==> src/rtl/tof_ranging_result_processor_macros.svh <==
// Assertion macros shared by the ranging result processor RTL.
`ifndef TOF_RANGING_RESULT_PROCESSOR_MACROS_SVH
`define TOF_RANGING_RESULT_PROCESSOR_MACROS_SVH

// Same-cycle implication, checked on every rising edge of clk outside reset.
`define TOFR_ASSERT_NOW(lbl, ante, cons, msg) \
    lbl: assert property (@(posedge clk) disable iff (!rst_n) (ante) |-> (cons)) \
        else $error(msg);

// Next-cycle implication, checked on every rising edge of clk outside reset.
`define TOFR_ASSERT_NEXT(lbl, ante, cons, msg) \
    lbl: assert property (@(posedge clk) disable iff (!rst_n) (ante) |=> (cons)) \
        else $error(msg);

`endif

==> src/rtl/tofr_pkg.sv <==
// Types, constants and the status mapping of the ranging result processor.
package tofr_pkg;

    // Range scale: raw * 2011 / 0x800, rounded by adding 0x400 first.
    localparam logic [10:0] RANGE_SCALE = 11'd2011;
    localparam logic [10:0] RANGE_HALF  = 11'h400;
    localparam int          RANGE_SHIFT = 11;
    localparam int          PROD_W      = 27;

    localparam logic [15:0] TARGET_RATE_RESET = 16'h0A00;
    localparam logic [15:0] SPAD_FALLBACK     = 16'h8000;
    localparam logic [15:0] SAT16             = 16'hFFFF;

    // Quotient bits produced by the two divider chains.
    localparam int DIV1_STEPS = 32;
    localparam int DIV2_STEPS = 16;

    // Raw device status codes.
    localparam logic [7:0] RAW_HW_A     = 8'd1;
    localparam logic [7:0] RAW_HW_B     = 8'd2;
    localparam logic [7:0] RAW_HW_C     = 8'd3;
    localparam logic [7:0] RAW_SIGNAL   = 8'd4;
    localparam logic [7:0] RAW_BOUNDS   = 8'd5;
    localparam logic [7:0] RAW_SIGMA    = 8'd6;
    localparam logic [7:0] RAW_WRAP     = 8'd7;
    localparam logic [7:0] RAW_MINCLIP  = 8'd8;
    localparam logic [7:0] RAW_NOWRAP   = 8'd9;
    localparam logic [7:0] RAW_XTALK    = 8'd12;
    localparam logic [7:0] RAW_MINRANGE = 8'd13;
    localparam logic [7:0] RAW_HW_D     = 8'd17;
    localparam logic [7:0] RAW_SYNC     = 8'd18;

    // Dense status codes.
    localparam logic [3:0] ST_VALID    = 4'd0;
    localparam logic [3:0] ST_SIGMA    = 4'd1;
    localparam logic [3:0] ST_SIGNAL   = 4'd2;
    localparam logic [3:0] ST_MINCLIP  = 4'd3;
    localparam logic [3:0] ST_BOUNDS   = 4'd4;
    localparam logic [3:0] ST_HW       = 4'd5;
    localparam logic [3:0] ST_NOWRAP   = 4'd6;
    localparam logic [3:0] ST_WRAP     = 4'd7;
    localparam logic [3:0] ST_XTALK    = 4'd8;
    localparam logic [3:0] ST_SYNC     = 4'd9;
    localparam logic [3:0] ST_MINRANGE = 4'd10;
    localparam logic [3:0] ST_NONE     = 4'd11;

    // Payload carried by every stage of the divider chain.
    typedef struct packed {
        logic [15:0] range_val;
        logic [3:0]  status_code;
        logic        fb;        // result is the fallback SPAD count
        logic        sat;       // result saturates to 0xFFFF
        logic [15:0] target;
        logic [31:0] rem;
        logic [31:0] divisor;
        logic [31:0] dvd;       // dividend bits still to be shifted in, MSB first
        logic [31:0] quo;
    } tofr_cell_t;

    function automatic logic [3:0] map_status(input logic [7:0] raw,
                                              input logic [7:0] stream);
        logic [3:0] code;
        case (raw)
            RAW_HW_A, RAW_HW_B, RAW_HW_C, RAW_HW_D: code = ST_HW;
            RAW_SIGNAL:   code = ST_SIGNAL;
            RAW_BOUNDS:   code = ST_BOUNDS;
            RAW_SIGMA:    code = ST_SIGMA;
            RAW_WRAP:     code = ST_WRAP;
            RAW_MINCLIP:  code = ST_MINCLIP;
            RAW_NOWRAP:   code = (stream == 8'd0) ? ST_NOWRAP : ST_VALID;
            RAW_XTALK:    code = ST_XTALK;
            RAW_MINRANGE: code = ST_MINRANGE;
            RAW_SYNC:     code = ST_SYNC;
            default:      code = ST_NONE;
        endcase
        return code;
    endfunction

endpackage

==> src/rtl/tofr_div_cell.sv <==
// One restoring-division cell: produces one quotient bit per stage.
`include "tof_ranging_result_processor_macros.svh"

module tofr_div_cell (
    input  logic               clk,
    input  logic               rst_n,
    input  logic               en,
    input  logic               in_vld,
    input  tofr_pkg::tofr_cell_t in_dat,
    output logic               out_vld,
    output tofr_pkg::tofr_cell_t out_dat
);
    import tofr_pkg::*;

    logic        vld_reg;
    tofr_cell_t  dat_reg;
    tofr_cell_t  dat_next;
    logic [32:0] shifted;
    logic [33:0] trial;
    logic        ge;

    always_comb
    begin
        shifted  = {in_dat.rem, in_dat.dvd[31]};
        trial    = {1'b0, shifted} - {2'b00, in_dat.divisor};
        ge       = !trial[33];
        dat_next = in_dat;
        dat_next.rem = ge ? trial[31:0] : shifted[31:0];
        dat_next.dvd = {in_dat.dvd[30:0], 1'b0};
        dat_next.quo = {in_dat.quo[30:0], ge};
    end

    always_ff @(posedge clk or negedge rst_n)
    begin
        if (!rst_n)
        begin
            vld_reg <= 1'b0;
        end
        else if (en)
        begin
            vld_reg <= in_vld;
        end
    end

    always_ff @(posedge clk)
    begin
        if (en)
        begin
            dat_reg <= dat_next;
        end
    end

    assign out_vld = vld_reg;
    assign out_dat = dat_reg;

    `TOFR_ASSERT_NOW(a_rem_below_divisor, vld_reg && (dat_reg.divisor != 32'd0), dat_reg.rem < dat_reg.divisor, "partial remainder reached the divisor")

endmodule

==> config.mk <==
export PLATFORM = sky130hd
export DESIGN_NAME = tofr_div_cell
export DESIGN_NICKNAME = d
export VERILOG_FILES = /design/src/rtl/tofr_pkg.sv /design/src/rtl/tofr_div_cell.sv
export VERILOG_INCLUDE_DIRS = /design/src /design/src/rtl
export SDC_FILE = /design/constraint.sdc
export NUM_CORES = 1
export LEC_CHECK = 0
export BUFFER_PORTS_ARGS = -buffer_cell sky130_fd_sc_hd__clkbuf_2
export CAP_MARGIN = 20
export CELL_PAD_IN_SITES_DETAIL_PLACEMENT = 0
export CELL_PAD_IN_SITES_GLOBAL_PLACEMENT = 1
export CORE_MARGIN = 2
export CORE_UTILIZATION = 37
export CTS_CLUSTER_SIZE = 25
export DETAILED_ROUTE_END_ITERATION = 16
export PLACE_DENSITY = 0.86
export SLEW_MARGIN = 0
export SYNTH_ARGS = -nofsm -noshare
export SYNTH_HDL_FRONTEND = slang
export SYNTH_SLANG_ARGS = --single-unit
==> constraint.sdc <==
create_clock -name clk -period 0.8 [get_ports clk]
set_input_delay 0.08 -clock clk [delete_from_list [all_inputs] [get_ports clk]]
set_output_delay 0.08 -clock clk [all_outputs]
set_load 0.05 [all_outputs]
; After elaboration in Yosys (flattened, before gate mapping)
; Cells that the tools add are included.
[op_classes]
addsub = 1
multipliers = 0
n_div = 0
magnitude_cmp = 0
eq_ne = 0
shift = 0
mux = 1
bitwise_logic = 0
n_reduce_logical = 1
[op_table]
columns = operator, n
row1 = $sub 33x32->34, 1
row2 = $mux 32, 1
row3 = $logic_not 1->1, 1
[word_totals]
ff_bits = 166
latchBits = 0
mem_bits_rw = 0
mem_bits_ro = 0
in_bits = 170
output_inout_bits = 167
word_cells = 13
mem_count = 0

; Logic depth before layout (Yosys ltp)
[logic_depth]
word_depth = 2
depth_mapped = 12
ltp_nobuf = 12

; Worst setup path after synthesis
; No wires, ideal clock.
[synth_path]
path_kind = in2reg
startpoint = in in_dat[63] (netlist name)
endpoint = reg dat_reg, in the netlist out_dat[124] (data pin)
setup_ps = 260
arrival_time_ps = 2480
required_ps = 540
slack_ps = -1940
path_stages = 12
path_buffers = 0
cell_sequence = inv_1 > ha_1 > inv_1 > fa_1 > a211oi_1 > o211a_1 > o31ai_1 > o41a_1 > a41oi_1 > o21ai_0 > a21boi_0 > mux2_4
[synth_rtl]
columns = item, line_no
row1 = from (decl), tofr_div_cell.sv:9  ; input tofr_pkg::tofr_cell_t in_dat,
row2 = to (signal assigned), tofr_div_cell.sv:49  ; dat_reg <= dat_next;
row3 = to (decl), tofr_div_cell.sv:16  ; tofr_cell_t dat_reg;

==> results.md <==
- The first-pass GRT wire length is 46800 um.
- The initial standard-cell utilization of the core is 0.379.
- The H-tree depth is 4.
- Based on the critical path, the design can be clocked at up to 410 MHz.
- The clock-pin slew reported for the worst setup and hold paths after clock tree synthesis is 70 ps.
- The number of global-route vias before repair came to 7506.
- For this design the ratio of total power to cell area is 2060 nW/um2.
- In this run the cell area of the synthesized design comes to 7410 um2.
- The net count of the finished layout is 1335.
- Summed over all cells, the static leakage comes to 6.53 nW.
- Of the available clock period, the critical path in the final layout requires 3.05.
- The buffer depth of the longest clock path is 2.
- The netlist uses 55 different library cells.
- From bottom edge to top edge, the die measures 146 um.
- The maximum number of pins on one net before global-route repair is 43.
- The count of nets left with antenna violations after detail routing is 0.
- The synthesized area per cell is 15.1 um2.
- The hold violation count in the final report is 3.
- Along the worst path, the maximum fanout reaches 3.
- The wire length per cell is 24.8 um.
- The number of clock sinks is 166.
- The detailed router finished its first iteration with 565 violations.
- The growth of design area from synthesis to finish is 99.9%.
- The TritonCTS clock tree is done.
- Counting flops and latches in the post-synthesis netlist gives 166.
- The routed layout has 7348 vias.
- The number of nets handed over by synthesis was 693.
- The total number of placement rows is 51.
- The worst slack at placement is -2200 ps.
- The die covers 21200 um2.
- Data on the critical path is required at its endpoint by 980 ps.
- During synthesis, Yosys emitted a total of 0 warnings.
- The share of synthesized area occupied by flip-flops and latches is 0.672.
- The final wirelength is 35000 um.
- The kind of end point of the critical path is a flop.
- The setup path with the least slack is of type in2reg.
- The number of inserted filler cells in the final layout is 1067.
- The final reports fail on hold timing, setup timing.
- The count of buffers added on input and output ports is 334.
- The setup slack on the worst flop-to-flop path is 10 ps.
- The flow ran to the end, but the final reports show violations.
- The fraction of layout instances using a drive strength above 1 is 0.534.
- The worst vdd rail ir drop is 0.00165 V.
- Setup repair after global routing could not meet its margin everywhere.
- The total overflow left after global routing is 0.
- Counting flops with a built-in enable in the synthesized netlist gives 165.
- The clock latency of the later-clocked register in the worst-skew pair is 430 ps.
- Before antenna repair, the detailed router went through 5 iterations.
- The final critical path time including I/O delays and setup is 2440 ps.
- After layout, the worst setup slack is -1640 ps.
- The number of max-slew violations in the final report is 0.
- The worst hold path belongs to the class in2reg.
- Across the routed clock network, the largest skew measured is 0 ps.
- For this run, design rule violations remaining after detail routing come to 0.
- The share of flip-flops with an asynchronous set or reset is 0.00602.
- Counting tap cells, the placed design contains a total of 1199 instances.
- The max-capacitance violation count is 0.
- The number of CTS-inserted buffers is 17.
- The final-layout worst hold slack is -36.5 ps.
- Summed over all nets, the half-perimeter wirelength after detailed placement is 18600 um.
- The count of boundary I/O pins is 337.
- The region available for standard cell placement spans 19500 um2.
- The tree is rooted in a sky130_fd_sc_hd__clkbuf_16.
- Data on the critical path arrives at its endpoint at 2620 ps.
- The initial antenna violation count is 2.
- The hold-fix buffer count after cts is 145.
- The count of cells in the finished layout, fillers not included, comes to 1412.
- The congestion estimate from routability-driven global placement came to 0.901.
- The count of mapped cells out of synthesis is 490.
- In the routed layout, each cell is associated on average with a via count of 5.20.
- The worst setup path is launched from an input pin.
- For this run, the leading register cell type out of synthesis is sky130_fd_sc_hd__edfxtp_1.
- In this run the horizontal extent of the chip is 146 um.
- In the global route stage, overall resource usage came out at 0.296.
- Setup violations remaining at the end of the flow were counted as 199.
- The end-of-flow core utilization is 0.759.
## registers in the layout (all words and copies together), names as in the netlist
register	count
out_dat	165
out_vld	1
## area by class of cell
type | count | area (um2) | area share
tap | 265 | 332 | 0.0224
inverter | 41 | 176 | 0.0119
clock buffer | 17 | 425 | 0.0287
multi-input combinational | 274 | 2580 | 0.174
timing repair buffer | 632 | 6140 | 0.415
clock inverter | 15 | 175 | 0.0118
sequential | 166 | 4980 | 0.336
antenna | 2 | 5.00 | 0.000338
## cells in the mapped netlist, types with 5 or more instances
| cell | n | area share |
|---|---|---|
| sky130_fd_sc_hd__edfxtp_1 | 165 | 0.67 |
| sky130_fd_sc_hd__inv_1 | 41 | 0.021 |
| sky130_fd_sc_hd__a21oi_1 | 32 | 0.022 |
| sky130_fd_sc_hd__ha_1 | 32 | 0.054 |
| sky130_fd_sc_hd__mux2_4 | 25 | 0.051 |
| sky130_fd_sc_hd__nand2_1 | 23 | 0.012 |
| sky130_fd_sc_hd__o21ai_0 | 17 | 0.011 |
| sky130_fd_sc_hd__xnor2_1 | 17 | 0.020 |
| sky130_fd_sc_hd__nor2_1 | 16 | 0.0081 |
| sky130_fd_sc_hd__a21o_1 | 7 | 0.0071 |
| sky130_fd_sc_hd__xor2_1 | 7 | 0.0083 |
| sky130_fd_sc_hd__and3_1 | 6 | 0.0051 |
| sky130_fd_sc_hd__buf_6 | 6 | 0.0091 |
| sky130_fd_sc_hd__mux2i_1 | 6 | 0.0081 |
| sky130_fd_sc_hd__nand4_1 | 6 | 0.0051 |
| sky130_fd_sc_hd__nor3_1 | 6 | 0.0041 |
| sky130_fd_sc_hd__o21a_1 | 6 | 0.0061 |
| sky130_fd_sc_hd__a211oi_1 | 5 | 0.0051 |
| sky130_fd_sc_hd__nand3_1 | 5 | 0.0034 |
| sky130_fd_sc_hd__o31ai_1 | 5 | 0.0051 |
## cell usage in the layout, fill, tap and decap left out, types with 4 or more instances in the layout
| cell type | count |
|---|---|
| sky130_fd_sc_hd__clkbuf_2 | 154 |
| sky130_fd_sc_hd__buf_4 | 132 |
| sky130_fd_sc_hd__a21o_1 | 6 |
| sky130_fd_sc_hd__a21oi_1 | 25 |
| sky130_fd_sc_hd__ha_4 | 12 |
| sky130_fd_sc_hd__inv_2 | 5 |
| sky130_fd_sc_hd__dlygate4sd3_1 | 145 |
| sky130_fd_sc_hd__buf_8 | 102 |
| sky130_fd_sc_hd__o21ai_1 | 5 |
| sky130_fd_sc_hd__nand2_1 | 22 |
| sky130_fd_sc_hd__and3_1 | 4 |
| sky130_fd_sc_hd__clkinv_8 | 5 |
| sky130_fd_sc_hd__nand4_1 | 6 |
| sky130_fd_sc_hd__mux2_4 | 27 |
| sky130_fd_sc_hd__nor2_1 | 15 |
| sky130_fd_sc_hd__nor3_1 | 6 |
| sky130_fd_sc_hd__o21a_1 | 6 |
| sky130_fd_sc_hd__a21oi_2 | 6 |
| sky130_fd_sc_hd__clkbuf_8 | 73 |
| sky130_fd_sc_hd__buf_6 | 15 |
| sky130_fd_sc_hd__mux2i_1 | 4 |
| sky130_fd_sc_hd__edfxtp_1 | 165 |
| sky130_fd_sc_hd__inv_4 | 6 |
| sky130_fd_sc_hd__nand2b_1 | 4 |
| sky130_fd_sc_hd__xnor2_1 | 16 |
| sky130_fd_sc_hd__o21ai_0 | 11 |
| sky130_fd_sc_hd__nand3_1 | 4 |
| sky130_fd_sc_hd__buf_12 | 7 |
| sky130_fd_sc_hd__o31ai_1 | 4 |
| sky130_fd_sc_hd__xor2_1 | 7 |
| sky130_fd_sc_hd__inv_6 | 4 |
| sky130_fd_sc_hd__inv_1 | 29 |
| sky130_fd_sc_hd__ha_1 | 20 |
| sky130_fd_sc_hd__inv_8 | 5 |
| sky130_fd_sc_hd__o211ai_1 | 4 |
| sky130_fd_sc_hd__clkbuf_16 | 19 |
## worst max-delay path: stages
cell and delay, ps:
sky130_fd_sc_hd__buf_2 130, sky130_fd_sc_hd__ha_4 180, sky130_fd_sc_hd__inv_4 40, sky130_fd_sc_hd__fa_2 390
sky130_fd_sc_hd__a211oi_4 250, sky130_fd_sc_hd__o211a_1 250, sky130_fd_sc_hd__o31ai_4 110, sky130_fd_sc_hd__o41a_1 420
sky130_fd_sc_hd__a41oi_2 220, sky130_fd_sc_hd__o21ai_1 110, sky130_fd_sc_hd__a21boi_2 170, sky130_fd_sc_hd__mux2_4 260
## path summary, 6_finish.rpt
kind                                 to  depth (start not counted)         from
setup / recovery           out_dat[124]                         12   in_dat[64]
hold / removal             out_dat[113]                          2  in_dat[112]
setup reg to reg                out_vld                          1      out_vld
hold reg to reg                 out_vld                          1      out_vld
max in group asynchronous       out_vld                          3        rst_n
min in group asynchronous       out_vld                          3        rst_n
## timing repair
item | CTS | global route
endpoints found under the hold margin | 149 | 5
cloned | 1 | 2
pin swaps | 9 | 9
gates resized for setup | 378 | 168
setup endpoints to repair | 199 | 199
setup buffers | 17 | 15
## where the power goes
group | leakage, nW | switching (mW) | total (mW) | internal [mW]
clock | 0.294 | 4.35 | 8.59 | 4.24
sequential | 1.63 | 0.563 | 11.1 | 10.6
combinational | 4.61 | 5.78 | 10.8 | 4.98
## per-stage QoR
| stage | TNS, ps | instance area, um2 | hold WS [ps] | power (mW) |
|---|---|---|---|---|
| 2_1_floorplan | -56410 | 7530 | -216 | 15.9 |
| 3_3_place_gp | -66500 | 10400 | -142 | 18.4 |
| 3_5_place_dp | -69120 | 10400 | -144 | 18.5 |
| 4_1_cts | -97110 | 14300 | -25.0 | 29.1 |
| 5_1_grt | -104970 | 14800 | -45.0 | 31.2 |
| 6_report | -98770 | 14800 | -36.5 | 30.5 |
## layer usage
layer / up-vias / global-route usage / wire length [um]
met1: 3597 / 0.321 / 12000
li1: 3154 / - / -
met5: - / 0 / 13
met3: 143 / 0.0749 / 2620
met2: 452 / 0.528 / 17700
met4: 2 / 0.168 / 2700
## cells by family (layout without fill, tap and decap cells)
family | Yosys count | in the layout | synth area share
flip-flops | 166 | 166 | 0.672
AO/OA/AOI/OAI | 102 | 102 | 0.0925
AND/OR/NAND/NOR | 80 | 80 | 0.0539
buffers and inverters | 50 | 705 | 0.0326
multiplexers | 34 | 34 | 0.0633
adder cells (fa/ha/maj) | 33 | 33 | 0.0567
XOR/XNOR | 24 | 24 | 0.0284
other | 1 | 3 | 0.000506
No activity file was read; power rests on OpenSTA's default activity.
