**src/rtl/tof_ranging_result_processor_macros.svh**
```systemverilog
// Assertion macros shared by the ranging result processor RTL.
`ifndef TOF_RANGING_RESULT_PROCESSOR_MACROS_SVH
`define TOF_RANGING_RESULT_PROCESSOR_MACROS_SVH

// Same-cycle implication, checked on every rising edge of clk outside reset.
`define TOFR_ASSERT_NOW(lbl, ante, cons, msg) \
    lbl: assert property (@(posedge clk) disable iff (!rst_n) (ante) |-> (cons)) \
        else $error(msg);

// Next-cycle implication, checked on every rising edge of clk outside reset.
`define TOFR_ASSERT_NEXT(lbl, ante, cons, msg) \
    lbl: assert property (@(posedge clk) disable iff (!rst_n) (ante) |=> (cons)) \
        else $error(msg);

`endif

```
**src/rtl/tofr_pkg.sv**
```systemverilog
// Types, constants and the status mapping of the ranging result processor.
package tofr_pkg;

    // Range scale: raw * 2011 / 0x800, rounded by adding 0x400 first.
    localparam logic [10:0] RANGE_SCALE = 11'd2011;
    localparam logic [10:0] RANGE_HALF  = 11'h400;
    localparam int          RANGE_SHIFT = 11;
    localparam int          PROD_W      = 27;

    localparam logic [15:0] TARGET_RATE_RESET = 16'h0A00;
    localparam logic [15:0] SPAD_FALLBACK     = 16'h8000;
    localparam logic [15:0] SAT16             = 16'hFFFF;

    // Quotient bits produced by the two divider chains.
    localparam int DIV1_STEPS = 32;
    localparam int DIV2_STEPS = 16;

    // Raw device status codes.
    localparam logic [7:0] RAW_HW_A     = 8'd1;
    localparam logic [7:0] RAW_HW_B     = 8'd2;
    localparam logic [7:0] RAW_HW_C     = 8'd3;
    localparam logic [7:0] RAW_SIGNAL   = 8'd4;
    localparam logic [7:0] RAW_BOUNDS   = 8'd5;
    localparam logic [7:0] RAW_SIGMA    = 8'd6;
    localparam logic [7:0] RAW_WRAP     = 8'd7;
    localparam logic [7:0] RAW_MINCLIP  = 8'd8;
    localparam logic [7:0] RAW_NOWRAP   = 8'd9;
    localparam logic [7:0] RAW_XTALK    = 8'd12;
    localparam logic [7:0] RAW_MINRANGE = 8'd13;
    localparam logic [7:0] RAW_HW_D     = 8'd17;
    localparam logic [7:0] RAW_SYNC     = 8'd18;

    // Dense status codes.
    localparam logic [3:0] ST_VALID    = 4'd0;
    localparam logic [3:0] ST_SIGMA    = 4'd1;
    localparam logic [3:0] ST_SIGNAL   = 4'd2;
    localparam logic [3:0] ST_MINCLIP  = 4'd3;
    localparam logic [3:0] ST_BOUNDS   = 4'd4;
    localparam logic [3:0] ST_HW       = 4'd5;
    localparam logic [3:0] ST_NOWRAP   = 4'd6;
    localparam logic [3:0] ST_WRAP     = 4'd7;
    localparam logic [3:0] ST_XTALK    = 4'd8;
    localparam logic [3:0] ST_SYNC     = 4'd9;
    localparam logic [3:0] ST_MINRANGE = 4'd10;
    localparam logic [3:0] ST_NONE     = 4'd11;

    // Payload carried by every stage of the divider chain.
    typedef struct packed {
        logic [15:0] range_val;
        logic [3:0]  status_code;
        logic        fb;        // result is the fallback SPAD count
        logic        sat;       // result saturates to 0xFFFF
        logic [15:0] target;
        logic [31:0] rem;
        logic [31:0] divisor;
        logic [31:0] dvd;       // dividend bits still to be shifted in, MSB first
        logic [31:0] quo;
    } tofr_cell_t;

    function automatic logic [3:0] map_status(input logic [7:0] raw,
                                              input logic [7:0] stream);
        logic [3:0] code;
        case (raw)
            RAW_HW_A, RAW_HW_B, RAW_HW_C, RAW_HW_D: code = ST_HW;
            RAW_SIGNAL:   code = ST_SIGNAL;
            RAW_BOUNDS:   code = ST_BOUNDS;
            RAW_SIGMA:    code = ST_SIGMA;
            RAW_WRAP:     code = ST_WRAP;
            RAW_MINCLIP:  code = ST_MINCLIP;
            RAW_NOWRAP:   code = (stream == 8'd0) ? ST_NOWRAP : ST_VALID;
            RAW_XTALK:    code = ST_XTALK;
            RAW_MINRANGE: code = ST_MINRANGE;
            RAW_SYNC:     code = ST_SYNC;
            default:      code = ST_NONE;
        endcase
        return code;
    endfunction

endpackage

```
**src/rtl/tofr_mid.sv**
```systemverilog
// Turn stage between the two divider chains: flags special cases, loads the second division.
module tofr_mid (
    input  logic               clk,
    input  logic               rst_n,
    input  logic               en,
    input  logic               in_vld,
    input  tofr_pkg::tofr_cell_t in_dat,
    output logic               out_vld,
    output tofr_pkg::tofr_cell_t out_dat
);
    import tofr_pkg::*;

    logic        vld_reg;
    tofr_cell_t  dat_reg;
    tofr_cell_t  dat_next;
    logic [31:0] per_spad;
    logic [31:0] target_ext;
    logic        fb;
    logic        sat;

    always_comb
    begin
        per_spad   = in_dat.quo;
        target_ext = {16'd0, in_dat.target};
        fb         = in_dat.fb || (per_spad == 32'd0);
        // The quotient overflows 16 bits exactly when target >= rate per SPAD.
        sat        = target_ext >= per_spad;
        dat_next         = in_dat;
        dat_next.fb      = fb;
        dat_next.sat     = sat;
        dat_next.rem     = (fb || sat) ? 32'd0 : target_ext;
        dat_next.divisor = per_spad;
        dat_next.dvd     = 32'd0;
        dat_next.quo     = 32'd0;
    end

    always_ff @(posedge clk or negedge rst_n)
    begin
        if (!rst_n)
        begin
            vld_reg <= 1'b0;
        end
        else if (en)
        begin
            vld_reg <= in_vld;
        end
    end

    always_ff @(posedge clk)
    begin
        if (en)
        begin
            dat_reg <= dat_next;
        end
    end

    assign out_vld = vld_reg;
    assign out_dat = dat_reg;

endmodule

```
**config.mk**
```make
export PLATFORM = sky130hd
export DESIGN_NAME = tofr_mid
export DESIGN_NICKNAME = d
export VERILOG_FILES = /design/src/rtl/tof_ranging_result_processor_macros.svh /design/src/rtl/tofr_pkg.sv /design/src/rtl/tofr_mid.sv
export SDC_FILE = /design/constraint.sdc
export NUM_CORES = 1
export LEC_CHECK = 0
export BUFFER_PORTS_ARGS = -buffer_cell sky130_fd_sc_hd__clkbuf_2
export CAP_MARGIN = 20
export CORE_AREA = 2 2 131 133
export CTS_CLUSTER_DIAMETER = 60
export DETAILED_ROUTE_END_ITERATION = 10
export DIE_AREA = 0 0 133 135
export GPL_TIMING_DRIVEN = 0
export REMOVE_ABC_BUFFERS = 1
export SETUP_SLACK_MARGIN = 0.4
export SLEW_MARGIN = 20
export SYNTH_ARGS = -nofsm -noshare
export SYNTH_HDL_FRONTEND = slang
export SYNTH_SLANG_ARGS = --single-unit
```
**constraint.sdc**
```tcl
create_clock -name clk -period 1.2 [get_ports clk]
set_clock_uncertainty 0.2 [all_clocks]
set_input_delay 0.24 -clock clk [delete_from_list [all_inputs] [get_ports clk]]
set_output_delay 0.24 -clock clk [all_outputs]
set_load 0.05 [all_outputs]
```
==> Yosys cells after proc, flatten, opt, wreduce, memory -nomap -nowiden <==
Cells that the tools add are included.
{ "op_classes": {"magnitude_cmp": 1, "n_reduce_logical": 3} }
{ "ops": {"columns": ["op", "n"], "rows": [
  ["$ge 16x32->1", 1],
  ["$logic_not 32->1", 1],
  ["$logic_or 1x1->1", 2]
]} }
{ "word_totals": {"inputBits": 170, "output_inout_bits": 167, "register_bits": 103, "word_cells": 13} }

==> Logic depth before layout (Yosys ltp) <==
Gate-level depths: netlist of run 1.
{ "depth": {"depth_word": 3, "ltp_mapped": 8, "ltp_nobuf": 7} }

==> Least setup slack after synthesis of run 1 <==
Ideal clock, no wire load.
{ "synth_timing": {"kind": "in2reg", "startpoint": "in in_dat[15] (netlist name)", "endpoint": "reg dat_reg (netlist bit out_dat[105]) (data pin)", "path_slack_ns": -1.166, "t_required_ns": 0.731, "n_path_buf": 1, "cell_stages": 8, "setup_time_ns": 0.269, "t_arrival_ns": 1.897, "cell_sequence": "inv_1 -> ha_1 -> and4_1 -> nand4_1 -> or4_4 -> a41oi_4 -> buf_6 -> nor3b_1"} }
{ "synth_between": {"elab_chain_cells": 3, "elab_cells_between_ends": 4, "cone_classes": "1 x order compare; 3 x reduce/logical"} }
{ "synth_lines": {"columns": ["element", "line_no", "text"], "rows": [
  ["from (decl)", "tofr_mid.sv:7", "input tofr_pkg::tofr_cell_t in_dat,"],
  ["parallel branches: the longest is 2 deep, another holds $ge 16x32->1", null, null],
  ["$logic_or 1x1->1 *", "tofr_mid.sv:31", "dat_next.rem = (fb || sat) ? 32'd0 : target_ext;"],
  ["to (signal assigned)", "tofr_mid.sv:53", "dat_reg <= dat_next;"],
  ["to (decl)", "tofr_mid.sv:14", "tofr_cell_t dat_reg;"]
]} }
Every way passes the cells marked *.
A chain may end at the register's enable or synchronous reset.

==> Worst setup path after layout of run 1 <==
{ "layout_timing": {"startpoint": "in in_dat[141] (netlist name)", "endpoint": "reg dat_reg (netlist bit out_dat[103]) (data pin)"} }
{ "layout_between": {"elab_chain_cells": 2} }
{ "layout_lines": {"columns": ["element", "line_no", "text"], "rows": [
  ["$ge 16x32->1", "tofr_mid.sv:27", "sat = target_ext >= per_spad;"],
  ["$logic_or 1x1->1", "tofr_mid.sv:31", null]
]} }
Every way passes these cells.

==> impl_metrics.ini, run 1 <==
[pwr]
ir_worst_vdd_mv = 0.673
p_leak_nw = 2.63
p_per_area_mw_per_mm2 = 1480

[final_layout]
final_net_count = 619
synthToLayoutAreaGrowth_pct = 58.6
register_area_sq_mm = 0.00261
multi_input_area_sq_um = 957
stdcell_area_sq_mm = 0.00612
fin_cells = 658
drive_gt1_share_pct = 45.9
fin_util_pct = 37.3
fillCellCount = 1532
antenna_cells = 0

[timing]
period_share_pct = 179
finalMaxSlewViolations = 0
tightest_slew_ps = 629
final_hold_viol_count = 69
rsz0062_at_grt = yes
fmax_mhz = 465
layout_min_cycle_time_ps = 2150
hold_ws_ps = -127
relSlewSlack_pct = 57.7
setup-violations-final = 105
finalWorstSetupSlack_ps = -952

[synth]
synth_top_area_share_pct = 67.0
seq_area_frac_synth_pct = 67.6
netlist_area_sq_mm = 0.00385
synth_area_leaders = edfxtp_1, buf_4, ha_1
ys_ff_latch = 87
synth_cell_type_count = 28
yosysWarnings = 0
synthCells = 254
synth.avg_cell_area_sq_um = 15.2
synth_top_cell_by_area = edfxtp_1

[cts]
postCtsHoldBufs = 1
clock_latency_ps = 350
clk_pin_slew_ps = 60
clockRootBuffer = clkbuf_16
cts_inserted_buffers = 9
cts_tree = built
clkSinkCount = 87
clockBufferDepth = 2
cts-htree-levels = 3

[floorplanning]
coreArea_sq_mm = 0.0164
die_area_sq_mm = 0.0180
pin_count = 337
fp-row-count = 47
start_util_pct = 23.5
chipWidth_microns = 133
die_h_microns = 135

[drt]
drt_iter0_drc = 89
antenna_left = 0
remaining_drc_errors = 0
viasPerCell = 3.83
routed_wl_mm = 10.8
num_vias = 2522
firstDrtPassIters = 4
wl_per_cell_microns = 16.4

[placed_design]
gp_congestion = 0.830
post-place-ws_ps = -1890
dp_hpwl_mm = 7.15
placed_cells = 630
dpl_cell_area_sq_mm = 0.00463
portBuffers = 159

[status]
violations = hold timing, setup timing
outcome = finished with violations

[global_route]
grt_max_degree = 20
grt_antenna_before_repair = 0
track_usage_pct = 12.0
grt_pass1_vias = 2489
grt_pass1_wl_mm = 15.4
grt_overflow = 0

[setup_path]
critPathLaunchType = primary input
crit_type = primary input to flip-flop
arrival_ps = 2020
cp_slowest_cell = or4_4
critical_path.top_delay_family = simple AND/OR/NAND/NOR gates
path_buf_inv = 3
endpoint_kind = flip-flop
worstPathRequired_ps = 1070
worst-path-max-fanout = 7
cp_cell_sequence = buf_6 -> ha_4 -> and4_4 -> nand4_1 -> or4_4 -> a41oi_4 -> buf_6 -> buf_8 -> nor3b_1
cpPeakStageDelay_ps = 470
path_common_cell = buf_6

[job]
max-cap-violations = 0

[worst_hold_path]
hold_class = primary input to flip-flop
[synth_stat cells]
cell        n
dfrtp_1     1
mux2_2      1
nand4_1     4
a2111oi_0   1
buf_6       1
buf_4      80
a21oi_1     5
a41oi_4     1
conb_1      1
a31oi_1     1
edfxtp_1   86
clkbuf_1    2
nor4_1      8
nand2_1     2
nor3_1      1
a21o_1      1
and2_1      1
or4_4       1
o21ai_0     2
o21a_1      1
nand2b_1    2
nor2_1      1
inv_1      16
ha_1       16
and4_1      1
o21bai_1    1
nor3b_1    15
a221o_1     1
[report_power, final]
part / total, mW / switching (mW) / internal [mW]
Sequential: 3.73 / 0.122 / 3.61
Clock: 2.77 / 1.18 / 1.60
Combinational: 2.54 / 1.74 / 0.794
Total: 9.04 / 3.04 / 6.00
[kinds of logic after synthesis]
family	after synthesis	share of synthesized area, %
other	1	0.0973
flip-flops	87	67.6
AND/OR/NAND/NOR	36	6.30
adder cells (fa/ha/maj)	16	5.19
AO/OA/AOI/OAI	14	2.86
buffers and inverters	99	17.6
multiplexers	1	0.292
[sequential cells by signal (all words and copies together) (netlist names)]
| name | count |
|---|---|
| out_vld | 1 |
| out_dat | 86 |
[metrics by stage]
| stage | hold slack, ps | power [mW] | setup TNS, ps |
|---|---|---|---|
| 2_1_floorplan | -256 | 5.24 | -19060 |
| 3_3_place_gp | -184 | 5.73 | -135520 |
| 3_5_place_dp | -181 | 5.75 | -56160 |
| 4_1_cts | -138 | 9.04 | -31550 |
| 5_1_grt | -139 | 9.34 | -33110 |
| 6_report | -127 | 9.04 | -28780 |
[area by class of cell]
type,instances,share of cell area [%]
Clock buffer,9,3.68
Clock inverter,7,1.04
Inverter,16,1.15
Multi-Input combinational cell,147,15.7
Sequential cell,87,42.6
Tap cell,220,4.50
Timing Repair Buffer,172,31.3
[repair_timing]
item,4_1_cts,5_1_grt
pin swaps,6,5
resized for setup,201,55
setup endpoints to repair,192,106
buffers inserted,5,1
endpoints found under the hold margin,68,68
gates cloned,5,0
[routing by layer]
metal	GRT usage, %	wire (microns)	vias to the layer above
met4	3.76	115	0
met5	0	0	-
met2	20.9	5310	200
met3	4.73	1160	6
li1	-	-	1125
met1	13.6	4220	1191
[final timing paths]
check | startpoint | end | slack, ps | cells after the start
worst max-delay path | in_dat[141] | out_dat[103]$_SDFFCE_PP0P_ | -950 | 9
worst min-delay path | in_dat[152] | out_dat[152]$_DFFE_PP_ | -130 | 1
worst max register to register | out_vld$_DFFE_PN0P_ | out_vld$_DFFE_PN0P_ | 100 | 2
worst min register to register | out_vld$_DFFE_PN0P_ | out_vld$_DFFE_PN0P_ | 460 | 2
max in group asynchronous | rst_n | out_vld$_DFFE_PN0P_ | 720 | 2
min in group asynchronous | rst_n | out_vld$_DFFE_PN0P_ | 0 | 2
[cells in the final DEF, fill, tap and decap left out, types with 5 or more instances in the layout]
master / netlist / final
edfxtp_1: 86 / 86
conb_1: 1 / 80
clkbuf_2: 0 / 63
clkbuf_8: 0 / 59
buf_8: 0 / 34
nor3b_1: 15 / 13
inv_1: 16 / 12
ha_1: 16 / 12
clkbuf_16: 0 / 10
nor4_1: 8 / 8
buf_6: 1 / 7
buf_16: 0 / 5
Note: power is estimated with default switching activity, not from simulation.
==> inputs of run 2 (changes only) <==
- CELL_PAD_IN_SITES_DETAIL_PLACEMENT: not set -> 1
- CELL_PAD_IN_SITES_GLOBAL_PLACEMENT: not set -> 1
- CORE_AREA: 2 2 131 133 -> 2 2 146 105
- DIE_AREA: 0 0 133 135 -> 0 0 148 107
- PLACE_DENSITY_LB_ADDON: not set -> 0.1
==> run 2 against run 1 <==
  * The run still ends with hold timing, setup timing left
  * Combinational power down 2%
  * Design area is 1.7% lower
  * Register-to-register slack improved by 130 ps
  * Non-clock buffer count shrank 3
  * Total power is 2.1% higher
  * Wire length is 9.3% lower
  * Largest cell class unchanged
  * Highest routed layer unchanged
==> impl_metrics.ini, run 2 (synthesis gave the netlist of run 1 again) <==
[timing]
finalMaxSlewViolations = 0
finalWorstSetupSlack_ps = -805
rsz0062_at_grt = yes
fmax_mhz = 499
tns_ps = -25220
layout_min_cycle_time_ps = 2000
setup-violations-final = 105
hold_ws_ps = -121
final_hold_viol_count = 67
period_share_pct = 167

[setup_path]
worst-path-max-fanout = 7
crit_type = primary input to flip-flop
critPathLaunchType = primary input
arrival_ps = 1870
worstPathRequired_ps = 1060
r2r_start = out_vld$_DFFE_PN0P_
cp-startpoint = in_dat[128]
endpoint_kind = flip-flop

[pwr]
p_leak_nw = 2.57
ir_worst_vdd_mv = 0.786
p_comb_share_pct = 27.1
switchingPower_mw = 3.02
p_clk_share_pct = 32.6
seqPwrFrac_pct = 40.3
p_per_area_mw_per_mm2 = 1540
finalPower_mw = 9.23
p_int_mw = 6.22
swShare_pct = 32.7

[cts]
clk_pin_slew_ps = 60
cts_inserted_buffers = 9
postCtsHoldBufs = 1
clkSinkCount = 87
cts-htree-levels = 3
clockRootBuffer = clkbuf_16
cts_tree = built
clock_latency_ps = 330
clockBufferDepth = 2

[placed_design]
placed_cells = 604
portBuffers = 159
dp_hpwl_mm = 6.86
dpl_cell_area_sq_mm = 0.00458
gp_congestion = 0.636
post-place-ws_ps = -1790

[global_route]
grt_pass1_wl_mm = 14.5
grt_pass1_vias = 2585
grt_antenna_before_repair = 0
track_usage_pct = 12.1
grt_overflow = 0
grt_max_degree = 45

[final_layout]
stdcell_area_sq_mm = 0.00601
synthToLayoutAreaGrowth_pct = 56.0
antenna_cells = 0
drive_gt1_share_pct = 47.4
final_cell_mix = edfxtp_1, conb_1, clkbuf_8
largest_reg_flops = 86
fin_cells = 630
final_net_count = 616
layout_commonest_cell = edfxtp_1

[drt]
drt_iter0_drc = 120
remaining_drc_errors = 0
num_vias = 2397
wl_per_cell_microns = 15.6
antenna_left = 0
viasPerCell = 3.80
routed_wl_mm = 9.80
firstDrtPassIters = 4

[job]
max-cap-violations = 0

[floorplanning]
pin_count = 337
die_area_sq_mm = 0.0158
fp-row-count = 37
coreArea_sq_mm = 0.0144
die_h_microns = 107
start_util_pct = 26.7
chipWidth_microns = 148

[worst_hold_path]
min_from = in_dat[164]
hold_class = primary input to flip-flop

[status]
violations = hold timing, setup timing
outcome = finished with violations
==> run 2: stage by stage <==
step | util [%] | hold slack, ps
final | 41.6 | -121
after global routing | 41.6 | -141
after CTS | 40.9 | -141
after detailed placement | 31.7 | -184
after global placement | 31.7 | -184
after floorplan | - | -256
==> run 2: worst paths after layout <==
| kind | depth (start not counted) | endpoint | slack, ps |
|---|---|---|---|
| max in group asynchronous | 2 | out_vld$_DFFE_PN0P_ | 700 |
| worst max register to register | 1 | out_vld$_DFFE_PN0P_ | 230 |
| min in group asynchronous | 2 | out_vld$_DFFE_PN0P_ | 10 |
| worst min register to register | 1 | out_vld$_DFFE_PN0P_ | 360 |
| worst min-delay path | 1 | out_dat[164]$_DFFE_PP_ | -120 |
| worst max-delay path | 9 | out_dat[105]$_SDFFCE_PP0P_ | -800 |
==> run 2: area by class of cell <==
| type | count | area, sq um |
|---|---|---|
| Sequential cell | 87 | 2610 |
| Clock inverter | 6 | 92.6 |
| Fill cell | 1486 | 8430 |
| Timing Repair Buffer | 169 | 1780 |
| Inverter | 16 | 70.1 |
| Tap cell | 195 | 244 |
| Clock buffer | 10 | 229 |
| Multi-Input combinational cell | 147 | 991 |
==> run 2: repair_timing <==
item | CTS | global route
resized for setup | 203 | 45
gates cloned | 1 | 0
buffers inserted | 7 | 1
endpoints found under the hold margin | 68 | 68
pin swaps | 12 | 4
setup endpoints to repair | 192 | 149
==> run 2: critical path, cell delays in order <==
cell,delay (ps)
clkbuf_2,90
inv_1,50
ha_1,260
nand2b_1,160
a2111oi_4,90
or4_4,550
a41oi_4,200
buf_6,180
nor3b_1,50
==> run 2: per-layer routing <==
metal  track usage, %  wire length, microns  up-vias  part of all wire, %
met3             6.38                  1140        5                   12
met2             18.5                  4460      136                   45
met5                0                     0        -                    0
met1             15.2                  4180     1146                   43
li1                 -                     -     1110                    -
met4             2.45                    28        0                 0.29
==> run 2: power by group through the flow <==
stage / Sequential, mW / Combinational [mW] / Clock, mW
finish: 3.72 / 2.50 / 3.01
global route: 3.75 / 2.61 / 3.22
CTS: 3.70 / 2.44 / 3.15
detailed placement: 3.73 / 2.00 / 0
global placement: 3.74 / 2.00 / 0
floorplan: 4.58 / 0.659 / 0
